**config.mk**
```make
export PLATFORM = sky130hd
export DESIGN_NAME = console_line_editor
export DESIGN_NICKNAME = d
export VERILOG_FILES = /design/src/rtl/cle_pkg.sv /design/src/rtl/console_line_editor.sv
export SDC_FILE = /design/constraint.sdc
export NUM_CORES = 2
export LEC_CHECK = 0
export BUFFER_PORTS_ARGS = -buffer_cell sky130_fd_sc_hd__buf_2
export CORE_UTILIZATION = 47
export CTS_CLUSTER_DIAMETER = 150
export DETAILED_ROUTE_END_ITERATION = 8
export SYNTH_ARGS = -nofsm -noshare
export SYNTH_HDL_FRONTEND = slang
export SYNTH_SLANG_ARGS = --single-unit
```
**constraint.sdc**
```tcl
create_clock -name clock -period 9.18 [get_ports clock]
set_clock_uncertainty 0.05 [all_clocks]
set_input_delay 0 -clock clock [delete_from_list [all_inputs] [get_ports clock]]
set_output_delay 0 -clock clock [all_outputs]
set_load 0.01 [all_outputs]
```
**src/rtl/cle_pkg.sv**
```systemverilog
// shared constants and result type of the console line editor
package cle_pkg;

   // default ring depth in bytes
   localparam int DEFAULT_BUFFER_DEPTH = 128;

   // request operation codes
   localparam logic OP_RX_CHAR = 1'b0;
   localparam logic OP_READ    = 1'b1;

   // control characters
   localparam logic [7:0] CH_NUL    = 8'h00;
   localparam logic [7:0] CH_CTRL_C = 8'h03;
   localparam logic [7:0] CH_CTRL_D = 8'h04;
   localparam logic [7:0] CH_LF     = 8'h0A;
   localparam logic [7:0] CH_CR     = 8'h0D;
   localparam logic [7:0] CH_CTRL_U = 8'h15;
   localparam logic [7:0] CH_DELETE = 8'h7F;

   // erase count saturates here
   localparam logic [7:0] ERASE_MAX = 8'hFF;

   // one result transfer
   typedef struct packed {
      logic       echo_valid;
      logic [7:0] echo_char;
      logic [7:0] erase_count;
      logic       line_ready;
      logic       interrupt_request;
      logic       read_valid;
      logic [7:0] read_char;
      logic       read_empty;
      logic       end_of_file;
   } rsp_type;

endpackage

```
**src/rtl/console_line_editor.sv**
```systemverilog
// console line editor: canonical line buffer in a ring memory
//
//   channel   handshake            payload
//   request   start / busy         req_operation, req_rx_char, req_read_started
//   result    rsp_strobe (1 cycle) rsp_echo_valid ... rsp_end_of_file
//
// A received character or an empty read gives its result in the cycle after the
// transfer; a read of a stored byte first passes the registered memory read and ST_READ_WAIT.
// Kill-line walks back over the erased characters and stops at the commit point or
// at a newline: each step is one read of the ring memory and one compare.
// Synchronous reset clears the three pointers; the ring contents stay undefined.
// busy is high while a read or a kill-line is in progress; results cannot be held off.
module console_line_editor #(
   parameter int BUFFER_DEPTH = cle_pkg::DEFAULT_BUFFER_DEPTH
) (
   input  logic       clock,
   input  logic       reset,
   input  logic       start,
   output logic       busy,
   input  logic       req_operation,
   input  logic [7:0] req_rx_char,
   input  logic       req_read_started,
   output logic       rsp_strobe,
   output logic       rsp_echo_valid,
   output logic [7:0] rsp_echo_char,
   output logic [7:0] rsp_erase_count,
   output logic       rsp_line_ready,
   output logic       rsp_interrupt_request,
   output logic       rsp_read_valid,
   output logic [7:0] rsp_read_char,
   output logic       rsp_read_empty,
   output logic       rsp_end_of_file
);

   localparam int AW = $clog2(BUFFER_DEPTH);
   localparam int PW = $clog2(2 * BUFFER_DEPTH);
   localparam logic [PW-1:0] PTR_LAST   = PW'(2 * BUFFER_DEPTH - 1);
   localparam logic [PW-1:0] PTR_DEPTH  = PW'(BUFFER_DEPTH);
   localparam logic [PW-1:0] PTR_DEPTH1 = PW'(BUFFER_DEPTH - 1);
   localparam logic [PW:0]   PTR_SPAN   = (PW+1)'(2 * BUFFER_DEPTH);

   typedef enum logic [1:0] {
      ST_IDLE,
      ST_READ_WAIT,
      ST_KILL_LOOK,
      ST_KILL_CHECK
   } state_type;

   // pointer arithmetic modulo twice the depth
   function automatic logic [PW-1:0] ptr_next(input logic [PW-1:0] p);
      return (p == PTR_LAST) ? '0 : p + PW'(1);
   endfunction

   function automatic logic [PW-1:0] ptr_prev(input logic [PW-1:0] p);
      return (p == '0) ? PTR_LAST : p - PW'(1);
   endfunction

   function automatic logic [PW-1:0] ptr_dist(input logic [PW-1:0] ahead,
                                              input logic [PW-1:0] behind);
      logic [PW:0] wrapped;
      wrapped = {1'b0, ahead} + PTR_SPAN - {1'b0, behind};
      return (ahead >= behind) ? ahead - behind : wrapped[PW-1:0];
   endfunction

   function automatic logic [AW-1:0] slot_of(input logic [PW-1:0] p);
      logic [PW-1:0] s;
      s = (p >= PTR_DEPTH) ? p - PTR_DEPTH : p;
      return s[AW-1:0];
   endfunction

   state_type         state_ff;
   logic [PW-1:0]     read_ptr_ff;
   logic [PW-1:0]     commit_ptr_ff;
   logic [PW-1:0]     edit_ptr_ff;
   logic [7:0]        kill_count_ff;
   logic              started_ff;
   cle_pkg::rsp_type  rsp_ff;
   logic              rsp_strobe_ff;

   logic [7:0]        line_store [BUFFER_DEPTH];
   logic [7:0]        rd_data_ff;

   logic              accept;
   logic [7:0]        stored_char;
   logic [PW-1:0]     fill;
   logic              room;
   logic              ordinary;
   logic              mem_rd_en;
   logic [AW-1:0]     mem_rd_addr;
   logic              mem_wr_en;

   // request decode
   always_comb begin
      accept      = start && (state_ff == ST_IDLE);
      stored_char = (req_rx_char == cle_pkg::CH_CR) ? cle_pkg::CH_LF : req_rx_char;
      fill        = ptr_dist(edit_ptr_ff, read_ptr_ff);
      room        = fill < PTR_DEPTH;
      ordinary    = (req_rx_char != cle_pkg::CH_NUL) &&
                    (req_rx_char != cle_pkg::CH_CTRL_C) &&
                    (req_rx_char != cle_pkg::CH_CTRL_U) &&
                    (req_rx_char != cle_pkg::CH_DELETE);
   end

   // memory port control
   always_comb begin
      mem_wr_en   = accept && (req_operation == cle_pkg::OP_RX_CHAR) && ordinary && room;
      mem_rd_en   = 1'b0;
      mem_rd_addr = slot_of(read_ptr_ff);
      if (state_ff == ST_KILL_LOOK) begin
         mem_rd_en   = edit_ptr_ff != commit_ptr_ff;
         mem_rd_addr = slot_of(ptr_prev(edit_ptr_ff));
      end else if (accept && (req_operation == cle_pkg::OP_READ)) begin
         mem_rd_en   = read_ptr_ff != commit_ptr_ff;
      end
   end

   // ring memory, one write and one registered read port
   always_ff @(posedge clock) begin
      if (mem_wr_en) begin
         line_store[slot_of(edit_ptr_ff)] <= stored_char;
      end
      if (mem_rd_en) begin
         rd_data_ff <= line_store[mem_rd_addr];
      end
   end

   // sequencer, pointers and result register
   always_ff @(posedge clock) begin
      if (reset) begin
         state_ff      <= ST_IDLE;
         read_ptr_ff   <= '0;
         commit_ptr_ff <= '0;
         edit_ptr_ff   <= '0;
         kill_count_ff <= '0;
         started_ff    <= 1'b0;
         rsp_ff        <= '0;
         rsp_strobe_ff <= 1'b0;
      end else begin
         rsp_strobe_ff <= 1'b0;
         unique case (state_ff)
            ST_IDLE: begin
               if (accept) begin
                  rsp_ff     <= '0;
                  started_ff <= req_read_started;
                  if (req_operation == cle_pkg::OP_READ) begin
                     if (read_ptr_ff == commit_ptr_ff) begin
                        rsp_ff.read_empty <= 1'b1;
                        rsp_strobe_ff     <= 1'b1;
                     end else begin
                        state_ff <= ST_READ_WAIT;
                     end
                  end else if (req_rx_char == cle_pkg::CH_CTRL_U) begin
                     kill_count_ff <= '0;
                     state_ff      <= ST_KILL_LOOK;
                  end else begin
                     rsp_strobe_ff <= 1'b1;
                     if (req_rx_char == cle_pkg::CH_CTRL_C) begin
                        rsp_ff.interrupt_request <= 1'b1;
                     end else if (req_rx_char == cle_pkg::CH_DELETE) begin
                        if (edit_ptr_ff != commit_ptr_ff) begin
                           edit_ptr_ff        <= ptr_prev(edit_ptr_ff);
                           rsp_ff.erase_count <= 8'd1;
                        end
                     end else if (ordinary && room) begin
                        edit_ptr_ff       <= ptr_next(edit_ptr_ff);
                        rsp_ff.echo_valid <= 1'b1;
                        rsp_ff.echo_char  <= stored_char;
                        // commit on newline, end-of-file or a ring that is now full
                        if ((stored_char == cle_pkg::CH_LF) ||
                            (stored_char == cle_pkg::CH_CTRL_D) ||
                            (fill == PTR_DEPTH1)) begin
                           commit_ptr_ff     <= ptr_next(edit_ptr_ff);
                           rsp_ff.line_ready <= 1'b1;
                        end
                     end
                  end
               end
            end
            ST_READ_WAIT: begin
               rsp_strobe_ff <= 1'b1;
               state_ff      <= ST_IDLE;
               if (rd_data_ff == cle_pkg::CH_CTRL_D) begin
                  // end-of-file stays in place once the read has delivered bytes
                  rsp_ff.end_of_file <= 1'b1;
                  if (!started_ff) begin
                     read_ptr_ff <= ptr_next(read_ptr_ff);
                  end
               end else begin
                  read_ptr_ff       <= ptr_next(read_ptr_ff);
                  rsp_ff.read_valid <= 1'b1;
                  rsp_ff.read_char  <= rd_data_ff;
               end
            end
            ST_KILL_LOOK: begin
               // stop at the commit point, else look at the previous byte
               if (edit_ptr_ff == commit_ptr_ff) begin
                  rsp_ff.erase_count <= kill_count_ff;
                  rsp_strobe_ff      <= 1'b1;
                  state_ff           <= ST_IDLE;
               end else begin
                  state_ff <= ST_KILL_CHECK;
               end
            end
            ST_KILL_CHECK: begin
               if (rd_data_ff == cle_pkg::CH_LF) begin
                  rsp_ff.erase_count <= kill_count_ff;
                  rsp_strobe_ff      <= 1'b1;
                  state_ff           <= ST_IDLE;
               end else begin
                  edit_ptr_ff <= ptr_prev(edit_ptr_ff);
                  if (kill_count_ff != cle_pkg::ERASE_MAX) begin
                     kill_count_ff <= kill_count_ff + 8'd1;
                  end
                  state_ff <= ST_KILL_LOOK;
               end
            end
            default: begin
               state_ff <= ST_IDLE;
            end
         endcase
      end
   end

   // outputs
   assign busy                  = state_ff != ST_IDLE;
   assign rsp_strobe            = rsp_strobe_ff;
   assign rsp_echo_valid        = rsp_ff.echo_valid;
   assign rsp_echo_char         = rsp_ff.echo_char;
   assign rsp_erase_count       = rsp_ff.erase_count;
   assign rsp_line_ready        = rsp_ff.line_ready;
   assign rsp_interrupt_request = rsp_ff.interrupt_request;
   assign rsp_read_valid        = rsp_ff.read_valid;
   assign rsp_read_char         = rsp_ff.read_char;
   assign rsp_read_empty        = rsp_ff.read_empty;
   assign rsp_end_of_file       = rsp_ff.end_of_file;

endmodule

```
== Word-level counts from Yosys, hierarchy flattened ==
Memories as Yosys holds them, arrays and structs flattened. A register that Yosys moved wholly into a read port is not among the register bits.
Cells that the tools add are included.

* Bits in registers: 66
* Bits in writable memories: 1024
* Bits of input ports: 13
* Memories kept: 1

{| class="wikitable"
|+ Memories
! memory !! depth !! bits a word !! read ports !! clocked after memory_dff !! wr ports !! line !! text
|-
| line_store || 128 || 8 || 1 || 1 || 1 || console_line_editor.sv:80 || <nowiki>logic [7:0] line_store [BUFFER_DEPTH];</nowiki>
|}

* $add $sub $neg: 10
* Order comparisons: 5
* Equality and inequality tests: 38
* Mux-type cells: 64
* Bitwise gates (word level): 4
* Reductions and logical operators: 27

{| class="wikitable"
|+ Operators with widths
! kind !! number
|-
| 2-to-1 mux 8 bit || 23
|-
| 2-to-1 mux 19 bit || 2
|-
| adder 8 x 1 -> 8 bit (second input constant) || 4
|-
| case mux 8 bit (2 select lines) || 2
|-
| 2-to-1 mux 7 bit || 4
|-
| 2-to-1 mux 9 bit || 3
|-
| equality test 8 x 4 -> 1 bit (second input constant) || 3
|-
| >= comparator 8 bit (second input constant) || 3
|-
| case mux 8 bit (3 select lines) || 1
|-
| 2-to-1 mux 21 bit || 1
|-
| subtractor 7 x 1 -> 7 bit (second input constant) || 3
|-
| != test 2 bit (second input constant) || 10
|-
| 2-to-1 mux 18 bit || 1
|-
| case mux 9 bit (2 select lines) || 1
|-
| 2-to-1 mux 1 bit || 17
|-
| equality test 8 x 3 -> 1 bit (second input constant) || 2
|-
| equality test 8 x 7 -> 1 bit (second input constant) || 2
|-
| equality test 8 bit || 2
|-
| equality test 8 bit (second input constant) || 2
|-
| != test 8 bit || 2
|-
| AND reduction 8 bit || 2
|-
| subtractor 8 bit || 2
|-
| 2-to-1 mux 2 bit || 6
|-
| logical AND 1 bit || 9
|-
| 29 further kinds || 41
|}

== Longest topological paths before layout ==
* Word-level depth: 13
* Gate-level depth with buffers: 17
* Depth with buffers taken out: 12

== Worst setup path after synthesis ==
OpenSTA, ideal clock, no wires.

* Kind: in2reg
* Start: in req_rx_char[1]
* End: mem line_store[0][0], data pin
* Arrival: 3.557 ns
* Required time: 8.295 ns
* Slack: 4.738 ns
* Stages: 3
* Path buffers: 1
* Cells stage by stage: clkbuf_1 nor3_1 nor2b_1

* Longest elaborated chain between the ends: 2

{| class="wikitable"
|+ RTL lines
! what !! line !! text
|-
| start: declaration || console_line_editor.sv:21 || <nowiki>input logic [7:0] req_rx_char,</nowiki>
|-
| equality test 8 x 4 -> 1 bit || console_line_editor.sv:95 || <nowiki>stored_char = (req_rx_char == cle_pkg::CH_CR) ? cle_pkg::CH_LF : req_rx_char;</nowiki>
|-
| 2-to-1 mux 8 bit || console_line_editor.sv:95 ||
|-
| net stored_char[0] || console_line_editor.sv:84 || <nowiki>logic [7:0] stored_char;</nowiki>
|-
| end: declaration || console_line_editor.sv:80 ||
|}

The timed path passes the listed nets, and every way through them passes these cells.

== Worst setup path after layout ==
* Start: reg state_ff[0]
* End: reg rd_data_ff[5] (read register of line_store), data pin

* Longest elaborated chain between the ends: 5
* Elaborated cells between the ends (all ways): 7
* Classes of those cells: eq/ne: 1; mux: 3; reduce/logical: 3

{| class="wikitable"
|+ RTL lines
! what !! line !! text
|-
| start: declaration || console_line_editor.sv:71 || <nowiki>state_type state_ff;</nowiki>
|-
| start signal: assignment || console_line_editor.sv:130 || <nowiki>state_ff <= ST_IDLE;</nowiki>
|-
| start signal: assignment || console_line_editor.sv:150 || <nowiki>state_ff <= ST_READ_WAIT;</nowiki>
|-
| start signal: assignment || console_line_editor.sv:154 || <nowiki>state_ff <= ST_KILL_LOOK;</nowiki>
|-
| logical NOT 2 bit || console_line_editor.sv:94 || <nowiki>accept = start && (state_ff == ST_IDLE);</nowiki>
|-
| logical AND 1 bit || console_line_editor.sv:94 ||
|-
| logical AND 1 bit || console_line_editor.sv:112 || <nowiki>end else if (accept && (req_operation == cle_pkg::OP_READ)) begin</nowiki>
|-
| 2-to-1 mux 1 bit || console_line_editor.sv:112 ||
|-
| 2-to-1 mux 1 bit || console_line_editor.sv:109 || <nowiki>if (state_ff == ST_KILL_LOOK) begin</nowiki>
|-
| end: declaration || console_line_editor.sv:81 || <nowiki>logic [7:0] rd_data_ff;</nowiki>
|}

Parallel ways exist; a longest one is shown, timed or not.
A chain may end at the register's enable or synchronous reset.

==> out/metrics.yaml <==
status: "finished, final reports clean"
antenna_found_initial: 2
criticalPathCategory: "reg -> reg"
syn_area_sq_mm: 0.0445
grt_setup_unrepaired: "false"
grt_use_met3_pct: 5.08
grt_pass1_wl_microns: 184000
core_sq_mm: 0.0936
preCtsSetupSlack_ns: 3.65
met2_usage_pct: 40.7
setup_viol: 0
cts_resized: 0
numCtsBuffers: 112
placementRows: 112
hp-class: "in -> reg"
synth_fp_nets: 3114
busiest_layer: "met2"
worstSkewPairLatency_ns: 0.69
slowest_delay_ns: 0.83
detail-route-antenna-nets: 0
finalHoldViolations: 0
crit_chain: "inv_1, ha_1, nor2_1, nor2_4, buf_4, mux4_2, nand2_1, and3_1, a311oi_1, nor3_1, a311oi_1, o41a_1"
cp_slowest_cell: "nor2_4"
finalWirelength_microns: 126000
drv_slew: 0
use_met1_pct: 37.2
cts_sinks: 1098
ys.flop_type: "edfxtp_1"
post_route_cells_drive_above_1_share_pct: 12.3
drv_cap: 0
io_buffers: 44
h-tree-depth: 3
avgSynthCellArea_sq_um: 14.4
grt_pass1_vias: 26600
synth_edf_count: 1032
slew_headroom_pct: 8.60
placed_cells_incl_taps: 4228
clock_path_buffers: 3
via_count: 27300
drt_first_iter_violations: 3538
crit_family: "simple AND/OR/NAND/NOR gates"
clkTransAtPathRegs_ns: 0.06
fp.dieH_microns: 310
ys_ff_latch: 1098
grt_overflow: 0
viasPerCell: 6.14
postSynth.asyncResetShare_pct: 0
final.min_clock_period_ns: 5.34
fmax_mhz: 187
tightest_slew_ns: 1.37
dp_hpwl_microns: 75700
nets: 3139
synthToLayoutAreaGrowth_pct: 11.6
yosys_warnings: 0
grt_max_degree: 104
final_cells: 4452
syn_inst: 3083
crit_buf_inv: 2
final_core_util_pct: 53.1
clockRootBuffer: "clkbuf_16"
p_leak_uw: 0.0163
crit_fanout: 55
ys_types: 75
n_antenna_cell: 0
cts_setup_buffers: 0
crit_arrival_ns: 5.72
wl_per_cell_microns: 28.3
track_usage_pct: 26.5
worst_slack_ns: 3.84
initial_utilization_pct: 47.5
required_ns: 9.56
num_io_pins: 45
dieArea_sq_mm: 0.0959
drc_errors: 0
max-vdd-ir-drop_v: 0.000361
drt_first_pass_iters: 6
ys_seq_area_share_pct: 72.6
fin_crit_sh_pct: 58.2
routabilityCongestion: 0.899
cp-end-kind: "flop"
final_common_cell: "edfxtp_1"
cp-start-kind: "flop"
p_per_area_mw_per_mm2: 328
cts_tree: "done"
finalSetupTns_ns: 0
final_cell_mix: "1032 x edfxtp_1, 525 x nand2_1, 223 x nor2_1, 205 x nand3_1, 130 x a21oi_1"
die_w_microns: 310
crit_top_cell: "a311oi_1"
[cells in the mapped netlist, drive strengths merged (3+ instances only)]
master	n	area [sq um]
nand3	208	1040
o21ai	56	280
a21o	3	22.5
nor3	28	156
nand4	40	250
nor2	228	863
inv	20	75.1
or4	7	52.6
a211oi	16	130
edfxtp	1032	31000
a22o	7	61.3
a22oi	24	180
nor4	10	77.6
xor2	8	70.1
a311oi	18	158
or3	22	138
a31o	4	35.0
nor3b	4	30.0
o311a	5	50.1
a32oi	5	43.8
and2	5	31.3
a21oi	131	656
and3	18	113
o31ai	4	30.0
xnor2	32	280
nand2	526	1970
or2	7	43.8
o311ai	4	35.0
a31oi	39	244
nor2b	9	56.3
clkbuf	112	420
mux2i	70	701
a221oi	41	359
o22ai	10	62.6
mux4	100	2250
dfxtp	66	1320
o211ai	8	60.1
a221o	6	60.1
a211o	5	43.8
nand2b	8	50.1
buf	87	477
ha	17	213
[power breakdown]
group / internal, uW / switching [uW] / leakage [uW]
Clock: 2490 / 1910 / 0.00172
Combinational: 2080 / 4180 / 0.00475
Sequential: 5570 / 82.0 / 0.00981
Total: 10100 / 6170 / 0.0163
[cells by family (layout without fill, tap and decap cells)]
| logic type | count (synthesis) | after routing | share of synthesized area [%] |
|---|---|---|---|
| and+or+nand+nor | 1127 | 1127 | 11.1 |
| DFF | 1098 | 1098 | 72.6 |
| AOI/OAI and AO/OA | 409 | 409 | 6.13 |
| buffers and inverters | 219 | 334 | 2.18 |
| muxes | 172 | 172 | 6.68 |
| xor gates and xnor gates | 40 | 40 | 0.787 |
| adders and majority gates | 18 | 18 | 0.523 |
[cell type report]
type	count	area, sq um
clock buffer	138	2940
timing repair buffer	110	823
sequential	1098	32300
fill	7723	43900
inverter	20	75.1
multi-input combinational	1766	11400
clock inverter	66	574
tap	1254	1570
[routing by layer]
metal	part of all wire (%)	vias to the layer above
li1	-	11800
met1	41	13900
met2	46	1356
met3	9.1	279
met4	4.1	2
met5	0.012	-
[state kept, by name, summed over array words and instances (netlist names), 2 cells and up]
name,flops
rsp_read_char,8
rsp_echo_char,8
rsp_erase_count,8
read_ptr_ff,8
line_store,1024
rd_data_ff,8
kill_count_ff,8
commit_ptr_ff,8
state_ff,2
edit_ptr_ff,8
[through the flow]
stage / hold slack, ns / cell area [sq um] / total power (uW)
after floorplan: 0.0975 / 44500 / 9920
after global placement: 0.231 / 46000 / 11900
after detailed placement: 0.230 / 46000 / 11900
after CTS: 0.0275 / 49700 / 16300
after global routing: 0.101 / 49700 / 16900
final: 0.0559 / 49700 / 16300
[repair_timing]
action	4_1_cts	5_1_grt
hold buffers	19	0
setup endpoints to repair	0	0
endpoints found under the hold margin	392	0
[worst min-delay path: cells and delay by family]
family                 cells  cell delay (ns)
AOI/OAI and AO/OA          3             0.53
buffers and inverters      1             0.17
and+or+nand+nor            1             0.05
[final timing paths]
check                                 from                            end  slack, ns  cells after the start
min                         req_rx_char[1]    rsp_line_ready$_SDFFE_PP0P_       0.06                      5
max               state_ff[0]$_SDFFE_PP0P_        rd_data_ff[5]$_DFFE_PP_       3.84                     12
max reg2reg       state_ff[0]$_SDFFE_PP0P_        rd_data_ff[5]$_DFFE_PP_       3.84                     12
min reg2reg  rsp_echo_char[1]$_SDFFE_PP0P_  rsp_echo_char[1]$_SDFFE_PP0P_       0.41                      2
Note: power is estimated with default switching activity, not from simulation.
